===== src/hdl/sabc_pkg.sv =====
package sabc_pkg;

    localparam int NF_W = 10;
    localparam int VT_W = 13;
    localparam int PT_W = 10;

    localparam logic [NF_W-1:0] NOISE_FLOOR_RST = NF_W'(10);
    localparam logic [VT_W-1:0] VISIBLE_THR_RST = VT_W'(10);
    localparam logic [PT_W-1:0] POSSESS_THR_RST = PT_W'(100);

    localparam int ADDR_W = 4;
    localparam logic [1:0] REG_NOISE_FLOOR = 2'd0;
    localparam logic [1:0] REG_VISIBLE_THR = 2'd1;
    localparam logic [1:0] REG_POSSESS_THR = 2'd2;

    // sensor angles, Q2.13 radians; left side is the negative of these
    localparam logic signed [15:0] ANGLE_REAR = 16'sd19302;
    localparam logic signed [15:0] ANGLE_SIDE = 16'sd6434;
    localparam logic signed [15:0] ANGLE_NEAR = 16'sd1638;

    // |bearing| <= 19302 < 2**15
    localparam int QUOT_BITS = 15;
    localparam int Q_DEPTH   = 4;

    typedef enum logic [1:0] {
        STATUS_NOT_SEEN  = 2'd0,
        STATUS_VISIBLE   = 2'd1,
        STATUS_POSSESSED = 2'd2
    } t_status;

    typedef struct packed {
        logic full;
        logic empty;
    } t_q_flags;

endpackage


===== src/hdl/sabc_queue.sv =====
module sabc_queue import sabc_pkg::*; #(
    parameter int EW = 42
) (
    input  logic          i_clk,
    input  logic          i_rst_n,
    input  logic          i_push,
    input  logic [EW-1:0] i_data,
    input  logic          i_pop,
    output logic [EW-1:0] o_data,
    output t_q_flags      o_flags
);

    localparam int PW = $clog2(Q_DEPTH);

    logic [EW-1:0] r_mem [Q_DEPTH];
    logic [PW-1:0] r_wr_ptr;
    logic [PW-1:0] r_rd_ptr;
    logic [PW:0]   r_count;

    assign o_data        = r_mem[r_rd_ptr];
    assign o_flags.full  = (r_count == (PW+1)'(Q_DEPTH));
    assign o_flags.empty = (r_count == '0);

    always_ff @(posedge i_clk) begin
        if (!i_rst_n) begin
            r_wr_ptr <= '0;
            r_rd_ptr <= '0;
            r_count  <= '0;
        end else begin
            if (i_push) begin
                r_wr_ptr <= r_wr_ptr + PW'(1);
            end
            if (i_pop) begin
                r_rd_ptr <= r_rd_ptr + PW'(1);
            end
            if (i_push && !i_pop) begin
                r_count <= r_count + (PW+1)'(1);
            end else if (!i_push && i_pop) begin
                r_count <= r_count - (PW+1)'(1);
            end
        end
        if (i_push) begin
            r_mem[r_wr_ptr] <= i_data;
        end
    end

    a_no_overflow: assert property (@(posedge i_clk) disable iff (!i_rst_n)
        i_push |-> !o_flags.full)
        else $error("queue push while full");

    a_no_underflow: assert property (@(posedge i_clk) disable iff (!i_rst_n)
        i_pop |-> !o_flags.empty)
        else $error("queue pop while empty");

    a_count_up: assert property (@(posedge i_clk) disable iff (!i_rst_n)
        (i_push && !i_pop) |=> (r_count == $past(r_count) + (PW+1)'(1)))
        else $error("queue count lost a push");

endmodule


===== config.mk =====
export PLATFORM = sky130hd
export DESIGN_NAME = sabc_queue
export DESIGN_NICKNAME = d
export VERILOG_FILES = /design/src/hdl/sabc_pkg.sv /design/src/hdl/sabc_queue.sv
export SDC_FILE = /design/constraint.sdc
export NUM_CORES = 1
export LEC_CHECK = 0
export BUFFER_PORTS_ARGS = -buffer_cell sky130_fd_sc_hd__buf_2
export CORE_MARGIN = 4
export CORE_UTILIZATION = 61
export DETAILED_ROUTE_END_ITERATION = 8
export PLACE_DENSITY = 0.84
export SKIP_CTS_REPAIR_TIMING = 1
export SLEW_MARGIN = 10
export SYNTH_ARGS = -nofsm -noshare
export SYNTH_HDL_FRONTEND = slang
export SYNTH_SLANG_ARGS = --single-unit
export TNS_END_PERCENT = 20

===== constraint.sdc =====
create_clock -name i_clk -period 3.9 [get_ports i_clk]
set_input_delay 0.39 -clock i_clk [delete_from_list [all_inputs] [get_ports i_clk]]
set_output_delay 0.39 -clock i_clk [all_outputs]
set_load 0.005 [all_outputs]

=== Yosys cells after proc, flatten, opt, wreduce, memory -nomap -nowiden ===
Memory sizes are Yosys's and may differ from the RTL's. A register that Yosys moved wholly into a read port is not among the register bits.
Index checks and enable logic that the tools add are counted.

* Register bits: 7
* Latch bits: 0
* Memory bits (writable): 168
* Memory bits (read-only): 0
* Output and inout port bits: 44
* Logic and storage cells: 21
* Memories: 1

{| class="wikitable"
|+ Memory list
! memory !! depth !! width !! read ports !! clocked after memory_dff !! wr ports !! RTL line !! RTL
|-
| r_mem || 4 || 42 || 1 || 1 || 1 || sabc_queue.sv:15 || <nowiki>logic [EW-1:0] r_mem [Q_DEPTH];</nowiki>
|}

* $add $sub $neg: 4
* Multiply operators: 0
* Div/mod/pow operators: 0
* Order comparisons: 0
* Equal/unequal tests: 1
* Shift-type cells: 0
* Mux-type cells: 6
* Bitwise gates (word level): 0
* Reductions and logical operators: 6

{| class="wikitable"
|+ Operator list
! operator !! count
|-
| two-way mux 3 bit || 2
|-
| adder 2 x 1 -> 2 bit (second input constant) || 2
|-
| two-way mux 2 bit || 2
|-
| adder 3 x 1 -> 3 bit (second input constant) || 1
|-
| == test 3 bit (second input constant) || 1
|-
| logical NOT 3 bit || 1
|-
| subtractor 3 x 1 -> 3 bit (second input constant) || 1
|-
| logical AND 1 bit || 2
|-
| logical NOT 1 bit || 2
|-
| two-way mux 1 bit || 2
|-
| nonzero test 2 bit || 1
|}

=== Logic depth before layout (Yosys ltp) ===
* Depth in word-level cells: 4
* Gate-level depth with buffers: 7

=== Least setup slack after synthesis ===
Ideal clock, no wire load.

* Path kind: register -> register
* Start point: register r_wr_ptr[0]
* End point: memory r_mem[2][0] (enable)
* Setup time: 0.403 ns
* Data arrival time: 1.554 ns
* Setup slack: 1.943 ns
* Stages on the path, launching flop included: 4
* Clock period less this slack: 1.957 ns
* Path through: dfxtp_1 -> inv_1 -> ha_1 -> and2_1

{| class="wikitable"
|+ RTL lines
! element !! RTL line !! RTL
|-
| start, declared || sabc_queue.sv:16 || <nowiki>logic [PW-1:0] r_wr_ptr;</nowiki>
|-
| start signal, assigned || sabc_queue.sv:31 || <nowiki>r_wr_ptr <= r_wr_ptr + PW'(1);</nowiki>
|-
| end, declared || sabc_queue.sv:15 ||
|}

Straight into the memory's write port.

==> flow_summary.toml <==
[synthesis]
syn-num-nets = 315
netlist_area_sq_um = 6560
avgSynthCellArea_sq_um = 24.9
synth.distinct_cells = 22
ys_seq_elements = 177
syn-instance-count = 263
yosys_warnings = 0
yosysSeqAreaShare = 0.797

[power]
pwr-share-clk = 0.366
total_power_w = 0.00406
switching_power_w = 0.000862
power.leakage_nw = 2.59
p_sw_frac = 0.212
vdd_drop_max_mv = 0.333
powerDensity_nw_per_um2 = 535
p_int_w = 0.00320
power_frac_comb = 0.080
seqPwrFrac = 0.554

[setup_path]
cpMaxStageDelayCell = "dfxtp_4"
worst_ep_required_time_ns = 3.51
cp_num_cells = 2
critPathMaxFanout = 42
r2r_cells = 2
path_buf_inv = 1
worstSetupStartpointType = "flop"
critical_path_class = "reg -> out"
path_cells = "mux4_1 -> buf_2"
crit_family = "flip-flops"
arrival_ns = 2.27
r2r-start = "r_wr_ptr[0]"
crit_path_end_kind = "output port"
critPathCapture = "o_data[28]"
r2r_slack_ns = 2.02
r2r_end = "r_mem[3][27]"
max_stage_delay_ns = 0.89

[die]
ios = 90
die_h_um = 112
initial_core_util = 0.630
die_area_sq_um = 12500
fp-row-count = 37
die_w_um = 112
core_area_sq_um = 10400

[cts]
cts_buffer_depth = 2
root_buffer = "clkbuf_8"
cts_made_buffers = 17
clkSinkCount = 177
cts_tree = "yes"
worstSkewPairLatency_ns = 0.53
cts_max_level = 4
path_clk_slew_ns = 0.07

[grt]
grt_pass1_wl_um = 17200
gr-usage-all-layers = 0.188
antenna_found_initial = 0
overflow = 0
grt_pass1_vias = 3080
grt_max_degree = 43

[placement]
routabilityCongestion = 0.679
post-dp-hpwl_um = 6020
portBuffers = 89

[finish]
final_layout_size_suffix_gt1_frac = 0.432
final_nets = 413
area_growth_pct = 15.7
diodes = 0

[route]
wl_per_cell_um = 21.4
ant_nets = 0
initialDrtViolationCount = 193
routed-via-count = 2899
drt-pass1-iter-count = 5
drt-total-wl_um = 10900
via_per_inst = 5.70
drc = 0

[sta]
rsz0062_at_grt = "false"
relSlewSlack = 0.237
post-route-period-util = 0.682
tightestPinTransition_ns = 1.14
clock.fmax_ghz = 0.376
finalSetupTns_ns = 0
min_period_ns = 2.66
maxSlewViolCount = 0
hold_violations = 0
finalSetupViolCount = 0
finalClockSkew_ns = 0.00877

[hold_path]
hold_path_class = "in -> reg"

[run_status]
status = "complete, no violations"

[run]
cap_violations = 0
[power groups by stage]
| stage | registers [W] | clock network (W) | logic (W) |
|---|---|---|---|
| global placement | 0.00229 | 0 | 0.000317 |
| floorplan | 0.00224 | 0 | 0.000236 |
| CTS | 0.00225 | 0.00151 | 0.000331 |
| finish | 0.00225 | 0.00148 | 0.000325 |
| detailed placement | 0.00229 | 0 | 0.000329 |
| global route | 0.00226 | 0.00160 | 0.000354 |
[worst register-to-register path, stage by stage (launching register included)]
cell and delay, ns:
dfxtp_1 0.40, ha_1 0.17, and2_2 0.90
[metal layers]
metal  wire, um  global-route usage
met2       5600               0.303
met5          0                   0
met1       4520               0.251
met4         96              0.0535
met3        691              0.0625
[cells by family after synthesis]
kind of cell | Yosys count | share of synthesized area
flip-flops | 177 | 0.797
multiplexers | 44 | 0.148
AND/OR/NAND/NOR | 15 | 0.0139
buffers and inverters | 14 | 0.0198
adder cells (fa/ha/maj) | 6 | 0.0126
XOR/XNOR | 5 | 0.00668
AO/OA/AOI/OAI | 2 | 0.00191
[per-stage QoR]
step | util | instance area, sq um | worst slack [ns] | instances | hold slack, ns
finish | 0.728 | 7590 | 1.24 | 509 | 0.0756
global route | 0.728 | 7590 | 1.05 | 509 | 0.0609
CTS | 0.728 | 7590 | 1.15 | 509 | 0.0535
detailed placement | 0.679 | 7070 | 1.74 | 478 | 0.525
global placement | 0.679 | 7070 | 1.77 | 478 | 0.487
floorplan | - | 6560 | 1.94 | 263 | 0.472
[state kept, by name (all words and copies together) (netlist names), named ones only]
| signal | flops |
|---|---|
| r_wr_ptr | 2 |
| r_mem | 168 |
| r_count | 3 |
| r_rd_ptr | 2 |
[area by class of cell]
| type | count | area [sq um] |
|---|---|---|
| repair buffers | 89 | 445 |
| multi-input cells | 72 | 1210 |
| clock inverters | 12 | 95.1 |
| well taps | 136 | 170 |
| flip-flops and latches | 177 | 5230 |
| fillers | 593 | 2830 |
| clock buffers | 19 | 422 |
| inverters | 4 | 15.0 |
[worst min path at each step]
stage                          start      endpoint  slack [ns]  cells past startpoint
after detailed placement  r_count[2]    r_count[2]        0.53                      2
after floorplan           r_count[2]    r_count[2]        0.47                      2
final                     i_data[25]  r_mem[2][25]        0.08                      1
after global placement    r_count[2]    r_count[2]        0.49                      2
after global routing       i_data[9]   r_mem[0][9]        0.06                      1
after CTS                 i_data[18]  r_mem[0][18]        0.05                      1
[Yosys cell counts]
cell type    n  area (sq um)
dfxtp_1      9           180
fa_1         1          20.0
xor2_1       3          26.3
nand2_1      1          3.75
and2_1       9          56.3
xnor2_1      2          17.5
nor3_1       1          5.00
buf_2        4          20.0
ha_1         5          62.6
buf_12       4          80.1
edfxtp_1   168          5040
nor2b_1      2          12.5
mux4_1       2          52.6
o21ai_0      1          5.00
buf_6        1          11.3
mux4_2      40           901
clkbuf_1     1          3.75
mux2i_1      2          20.0
or3_1        1          6.26
a21boi_0     1          7.51
nor3b_1      1          7.51
inv_1        4          15.0
[layout by cell type (no fill, tap or decap), drive strengths merged]
| cell | count |
|---|---|
| o21ai | 1 |
| ha | 5 |
| clkbuf | 19 |
| dfxtp | 9 |
| buf | 89 |
| nor3 | 1 |
| edfxtp | 168 |
| nor3b | 1 |
| and2 | 9 |
| xor2 | 3 |
| clkinv | 10 |
| mux4 | 42 |
| fa | 1 |
| nor2b | 2 |
| xnor2 | 2 |
| mux2i | 2 |
| bufinv | 1 |
| nand2 | 1 |
| inv | 4 |
| clkinvlp | 1 |
| a21boi | 1 |
| or3 | 1 |
Note: power is estimated with default switching activity, not from simulation.
