==> src/hdl/sabc_pkg.sv <==
package sabc_pkg;

    localparam int NF_W = 10;
    localparam int VT_W = 13;
    localparam int PT_W = 10;

    localparam logic [NF_W-1:0] NOISE_FLOOR_RST = NF_W'(10);
    localparam logic [VT_W-1:0] VISIBLE_THR_RST = VT_W'(10);
    localparam logic [PT_W-1:0] POSSESS_THR_RST = PT_W'(100);

    localparam int ADDR_W = 4;
    localparam logic [1:0] REG_NOISE_FLOOR = 2'd0;
    localparam logic [1:0] REG_VISIBLE_THR = 2'd1;
    localparam logic [1:0] REG_POSSESS_THR = 2'd2;

    // sensor angles, Q2.13 radians; left side is the negative of these
    localparam logic signed [15:0] ANGLE_REAR = 16'sd19302;
    localparam logic signed [15:0] ANGLE_SIDE = 16'sd6434;
    localparam logic signed [15:0] ANGLE_NEAR = 16'sd1638;

    // |bearing| <= 19302 < 2**15
    localparam int QUOT_BITS = 15;
    localparam int Q_DEPTH   = 4;

    typedef enum logic [1:0] {
        STATUS_NOT_SEEN  = 2'd0,
        STATUS_VISIBLE   = 2'd1,
        STATUS_POSSESSED = 2'd2
    } t_status;

    typedef struct packed {
        logic full;
        logic empty;
    } t_q_flags;

endpackage

==> src/hdl/sabc_back.sv <==
module sabc_back import sabc_pkg::*; #(
    parameter int SB = 10,
    parameter int EW = 2 * SB + 22
) (
    input  logic          i_clk,
    input  logic          i_rst_n,
    input  logic [EW-1:0] i_entry,
    input  t_q_flags      i_q_flags,
    output logic          o_pop,
    output logic          m_tvalid,
    input  logic          m_tready,
    // fields from bit 0: bearing
    output logic [15:0]   m_tdata,
    // fields from bit 0: bearing_valid, target_status[1:0]
    output logic [2:0]    m_tuser
);

    localparam int TW = SB + 3;
    localparam int MW = SB + 15;
    localparam int DW = TW + QUOT_BITS;
    localparam int NS = QUOT_BITS + 1;

    logic                 r_vld   [NS];
    logic [MW-1:0]        r_rem   [NS];
    logic [TW-1:0]        r_tot   [NS];
    logic [QUOT_BITS-1:0] r_quo   [NS];
    logic                 r_neg   [NS];
    logic                 r_nz    [NS];
    t_status              r_stat  [NS];
    logic [MW-1:0]        n_rem   [NS];
    logic [QUOT_BITS-1:0] n_quo   [NS];

    logic        r_out_vld;
    logic [15:0] r_bearing;
    logic        r_out_nz;
    t_status     r_out_stat;
    logic        w_en;
    logic [15:0] w_bearing;
    logic [DW-1:0] w_shift [NS];

    assign w_en  = !r_out_vld || m_tready;
    assign o_pop = w_en && !i_q_flags.empty;

    // one quotient bit per stage, most significant first
    always_comb begin
        n_rem[0]   = i_entry[MW-1:0];
        n_quo[0]   = '0;
        w_shift[0] = '0;
        for (int j = 1; j < NS; j++) begin
            w_shift[j] = DW'(r_tot[j-1]) << (QUOT_BITS - j);
            n_rem[j]   = r_rem[j-1];
            n_quo[j]   = r_quo[j-1];
            if (DW'(r_rem[j-1]) >= w_shift[j]) begin
                n_rem[j] = MW'(DW'(r_rem[j-1]) - w_shift[j]);
                n_quo[j][QUOT_BITS - j] = 1'b1;
            end
        end
    end

    always_comb begin
        w_bearing = 16'(r_quo[NS-1]);
        if (!r_nz[NS-1]) begin
            w_bearing = '0;
        end else if (r_neg[NS-1]) begin
            w_bearing = -w_bearing;
        end
    end

    always_ff @(posedge i_clk) begin
        if (!i_rst_n) begin
            for (int j = 0; j < NS; j++) begin
                r_vld[j] <= 1'b0;
            end
            r_out_vld <= 1'b0;
        end else if (w_en) begin
            r_vld[0] <= o_pop;
            for (int j = 1; j < NS; j++) begin
                r_vld[j] <= r_vld[j-1];
            end
            r_out_vld <= r_vld[NS-1];
        end
        if (w_en) begin
            r_rem[0]  <= n_rem[0];
            r_quo[0]  <= n_quo[0];
            r_tot[0]  <= i_entry[MW +: TW];
            r_neg[0]  <= i_entry[MW+TW];
            r_nz[0]   <= i_entry[MW+TW+1];
            r_stat[0] <= t_status'(i_entry[MW+TW+2 +: 2]);
            for (int j = 1; j < NS; j++) begin
                r_rem[j]  <= n_rem[j];
                r_quo[j]  <= n_quo[j];
                r_tot[j]  <= r_tot[j-1];
                r_neg[j]  <= r_neg[j-1];
                r_nz[j]   <= r_nz[j-1];
                r_stat[j] <= r_stat[j-1];
            end
            r_bearing  <= w_bearing;
            r_out_nz   <= r_nz[NS-1];
            r_out_stat <= r_stat[NS-1];
        end
    end

    assign m_tvalid = r_out_vld;
    assign m_tdata  = r_bearing;
    assign m_tuser  = {r_out_stat, r_out_nz};

    a_invalid_zero: assert property (@(posedge i_clk) disable iff (!i_rst_n)
        (m_tvalid && !m_tuser[0]) |-> (m_tdata == 16'd0))
        else $error("bearing not zero on invalid word");

endmodule

==> config.mk <==
export PLATFORM = sky130hd
export DESIGN_NAME = sabc_back
export DESIGN_NICKNAME = d
export VERILOG_FILES = /design/src/hdl/sabc_pkg.sv /design/src/hdl/sabc_back.sv
export SDC_FILE = /design/constraint.sdc
export NUM_CORES = 1
export LEC_CHECK = 0
export BUFFER_PORTS_ARGS = -buffer_cell sky130_fd_sc_hd__buf_2
export CORE_AREA = 2 2 339 240
export DETAILED_ROUTE_END_ITERATION = 8
export DIE_AREA = 0 0 341 242
export GPL_ROUTABILITY_DRIVEN = 1
export PLACE_DENSITY_LB_ADDON = 0.05
export SYNTH_ARGS = -nofsm -noshare
export SYNTH_HDL_FRONTEND = slang
export SYNTH_SLANG_ARGS = --single-unit
export TNS_END_PERCENT = 100
==> constraint.sdc <==
create_clock -name i_clk -period 46.3 [get_ports i_clk]
set_input_delay 9.26 -clock i_clk [delete_from_list [all_inputs] [get_ports i_clk]]
set_output_delay 9.26 -clock i_clk [all_outputs]
set_load 0.02 [all_outputs]
# After elaboration in Yosys (flattened, before gate mapping)
# Memory sizes are Yosys's and may differ from the RTL's. A register that Yosys moved wholly into a read port is not among the register bits.
# Index checks and enable logic that the tools add are counted.
# classes
n_reduce_logical	6
bitwise	16
magnitude_cmp	15
muxes	52
add_sub_neg	16
# op_table
cell	n
25-bit 2-to-1 mux	15
25-bit subtractor	3
1-bit 2-to-1 mux	36
25-bit by 27-bit >= comparator with 1-bit output	1
25-bit by 26-bit >= comparator with 1-bit output	1
25-bit by 13-bit >= comparator with 1-bit output	1
25-bit by 14-bit >= comparator with 1-bit output	1
25-bit by 15-bit >= comparator with 1-bit output	1
25-bit by 16-bit >= comparator with 1-bit output	1
25-bit by 17-bit >= comparator with 1-bit output	1
25-bit by 18-bit >= comparator with 1-bit output	1
25-bit by 19-bit >= comparator with 1-bit output	1
25-bit by 20-bit >= comparator with 1-bit output	1
25-bit by 21-bit >= comparator with 1-bit output	1
25-bit by 22-bit >= comparator with 1-bit output	1
25-bit by 23-bit >= comparator with 1-bit output	1
25-bit by 24-bit >= comparator with 1-bit output	1
25-bit >= comparator	1
25-bit by 13-bit subtractor with 25-bit output	1
25-bit by 14-bit subtractor with 25-bit output	1
25-bit by 15-bit subtractor with 25-bit output	1
25-bit by 16-bit subtractor with 25-bit output	1
25-bit by 17-bit subtractor with 25-bit output	1
25-bit by 18-bit subtractor with 25-bit output	1
other kinds (13)	30
# word_totals
out_inout_bits	21
ramBits	928
regBits	17
in_bits	47
elab_cells	115
mem_count	7
# memory_table
memory	depth	width	read_ports	rd_clocked_by_memory_dff	wr	line_no	text
r_rem	16	25	15	0	16	sabc_back.sv:24	logic [MW-1:0] r_rem [NS];
r_quo	16	15	16	0	16	sabc_back.sv:26	logic [QUOT_BITS-1:0] r_quo [NS];
r_tot	16	13	15	0	16	sabc_back.sv:25	logic [TW-1:0] r_tot [NS];
r_stat	16	2	16	1	16	sabc_back.sv:29	t_status r_stat [NS];
r_neg	16	1	16	0	16	sabc_back.sv:27	logic r_neg [NS];
r_nz	16	1	16	0	16	sabc_back.sv:28	logic r_nz [NS];
1 more memories	--	--	--	--	--	--	

# Logic depth before layout (Yosys ltp)
# logic_depth
depth_word	6
depth_mapped	13
ltp_nobuf	12

# Worst setup path after synthesis
# No wires, ideal clock.
# synth_path
path_kind	in2reg
start	input port m_tready
end	register r_bearing[0], in the netlist m_tdata[0] (enable)
slack_ns	16.753
path_buffers	0
arrival_time_ns	23.512
setup_ns	6.034
cell_stages	2
required_time_ns	40.266
cell_sequence	nor2b_1 clkinv_1
# synth_via
elab_chain_len	1
# synth_lines
element	line_no	text
start, declared	sabc_back.sv:11	input logic m_tready,
1-bit logical OR	sabc_back.sv:41	assign w_en = !r_out_vld || m_tready;
end signal, assigned	sabc_back.sv:97	r_bearing <= w_bearing;
end, declared	sabc_back.sv:34	logic [15:0] r_bearing;
# Every way passes these cells.
# A chain may end at the register's enable or synchronous reset.

# Final worst setup path
# layout_path
start	input port m_tready
end	output port o_pop
# layout_via
elab_chain_len	2
# layout_lines
element	line_no	text
1-bit logical OR	sabc_back.sv:41	
1-bit logical AND	sabc_back.sv:42	assign o_pop = w_en && !i_q_flags.empty;
end, declared	sabc_back.sv:9	output logic o_pop,
# Every way passes these cells.

==> metrics.txt <==
status=completed; largest driver fanout on the critical path=13; Yosys warnings=0; total gr overflow=0; fill count=6590; xor and xnor fraction of the mapped netlist area=0.0483; post-cts sizing count=0; area growth from synthesis to layout=11.8%; H-tree levels=3; Tot GR Track Use=0.184; CP startpoint=m_tready; clock skew=between 0.02 and 0.03 ns; Power Dens Cells=approximately 61 nW/um^2; ys flop type=edfxtp_1; drt total wl=roughly 75000 microns; #FFs+latches synth=between 700 and 800; sequential share of the synthesized area=0.638; vias in the first global route=21087; Peak Freq=0.0522 GHz; Mapped Nets=2995; initial antenna violation count=2; top area cells in the synthesized netlist=edfxtp_1, ha_1, xnor2_1; CTS Hold Bufs=0; antenna diode count=0; CP Data Arrival Time=between 9 and 10 ns; Worst-path clk slew=0.06 ns; post-synthesis compound-gate area fraction=0.0914; post-synth top area share=0.633; CP startpoint kind=input port; Avg WL per Cell=between 15 and 20 microns; non-filler cells, final=4003; Simple-Gate Fraction of Synth Area=0.0923; CP Buf/Inv Count=3; nets=roughly 3100; Core ar.=79600 sq um; Slew Viols, Final=0; CP most frequent cell=buf_2; CTS tree=built; Rows=87; static leakage=16.2 nW; synthesized area=37000 sq um; EDFF count, synth=about 800; CP Data Required Time=around 37 ns; post-synthesis mux area share=0.0276; DR pass1 iterations=6; dpl cells=~3900; largest net degree at the start of global routing=between 100 and 150; initial DRC count=1814; GPL Wtd Cong=~0.90; endpoints failing setup=0; die area=82500 sq um; largest family of logic cells by synthesized area=simple AND/OR/NAND/NOR gates; cell taking the most area after synthesis=edfxtp_1; Synth top cells by count=edfxtp_1, inv_1, ha_1; fin crit share=0.414; DRC viols=0; final core occ=0.520; Hold Path Class=reg -> reg; Setup crit end kind=output port; Root Buffer=clkbuf_16; DR vias=21609; Crit Path Class=in -> out; ANT nets after route=0; sum of negative setup slack=0 ns; syn_area_per_cell=about 13 sq um; reg-to-reg startpoint=m_tvalid; first-pass GRT wire length=about 120000 microns; # IOs=slightly below 70; async set or reset register ratio after synthesis=0; Slew HR=0.171; Final HPWL DP=55000 microns; Worst-Skew Late Latency=~0.65 ns; fraction of layout cells with a size suffix above 1=0.110; Mapped Cells=around 2700; clk buf depth=3; Die W=341 microns; clock sink count=a little under 800; number of port buffers=66; die height=roughly 240 microns; Worst Tran Pin Value=1.24 ns; CP Cell Sequence=buf_2 > nor2b_1 > buf_4 > nor2_1 > buf_2; RSZ-0062 raised after global routing=false; starting density of the core=0.465; Worst path slowest cell=buf_4; Hold Vio Cnt, Final=0; most common cell in the netlist=edfxtp_1; post-synthesis adder-cell area fraction=0.0728; hold_sp=r_stat[9][0]; routed vias/inst=between 5 and 6; # Post-CTS Setup Buffers=0; Crit path max-delay family=buffers and inverters; maxcap violations=0; Worst path max stage delay=~0.22 ns; cts bufs inserted=80; synth unique cells=93; Worst IR Drop VDD=~0.000032 V; overall power=roughly 2.5 mW; post-layout min period=19.16 ns
==> sequential cells by signal, indices dropped and copies added (netlist names) <==
name	cells
r_neg	16
m_tdata	16
r_out_nz	1
r_nz	16
r_rem	375
r_out_stat	2
m_tvalid	1
r_vld	16
r_stat	32
r_tot	195
r_quo	120
==> where the power goes <==
group          total [mW]  switching, mW  leakage (nW)  internal [mW]
Sequential           1.10          0.106          8.25          0.993
Combinational       0.769          0.418          6.62          0.350
Clock               0.662          0.279          1.31          0.383
Total                2.53          0.804          16.2           1.73
==> metal layers <==
layer  GRT usage  vias to the layer above  wire length (microns)
met5           0                        -                      0
met4      0.0482                        0                   1740
met3      0.0368                      120                   4350
met2       0.249                      532                  29500
met1       0.295                    10456                  39700
li1            -                    10501                      -
==> layout make-up <==
type | instances | area [sq um] | area share
clock buffer | 99 | 2090 | 0.0507
clock inverter | 48 | 609 | 0.0147
inverter | 245 | 927 | 0.0224
multi-input combinational | 1672 | 12300 | 0.298
sequential | 790 | 23600 | 0.571
tap | 1068 | 1340 | 0.0323
timing repair buffer | 81 | 443 | 0.0107
==> per-stage QoR <==
stage / setup WS (ns) / hold WS, ns / instance area, sq um
final: 27.14 / 0.397 / 41400
after global routing: 27.11 / 0.417 / 41400
after global placement: 27.11 / 0.400 / 38600
after CTS: 27.13 / 0.399 / 41400
after floorplan: 16.75 / 0.400 / 37000
after detailed placement: 27.13 / 0.405 / 38600
==> kinds of logic after synthesis <==
group	after synthesis
simple gates	654
flops	790
compound gates	515
buf+inv	279
mux	92
xor+xnor	204
fa+ha+maj	207
==> cell usage in the layout, fill, tap and decap left out, types with 17 or more instances in the layout <==
| cell type | count |
|---|---|
| a211oi_1 | 21 |
| a21o_1 | 53 |
| a21oi_1 | 147 |
| and2_1 | 25 |
| buf_2 | 66 |
| clkbuf_1 | 18 |
| clkbuf_16 | 81 |
| edfxtp_1 | 780 |
| ha_1 | 193 |
| inv_1 | 242 |
| mux2_2 | 78 |
| nand2_1 | 139 |
| nand2b_1 | 36 |
| nand3_1 | 38 |
| nand4_1 | 31 |
| nor2_1 | 159 |
| nor2b_1 | 36 |
| nor3_1 | 53 |
| nor4_1 | 26 |
| o21a_1 | 40 |
| o21ai_0 | 109 |
| o31ai_1 | 17 |
| or3_1 | 21 |
| xnor2_1 | 130 |
| xor2_1 | 74 |
==> path summary, 6_finish.rpt <==
path | end | slack (ns) | cells past startpoint
worst max-delay path | o_pop | 27.14 | 5
worst min-delay path | r_stat[10][0] | 0.40 | 0
worst max register to register | r_rem[1][10] | 41.85 | 6
worst min register to register | r_stat[10][0] | 0.40 | 0
Note: power is estimated with default switching activity, not from simulation.
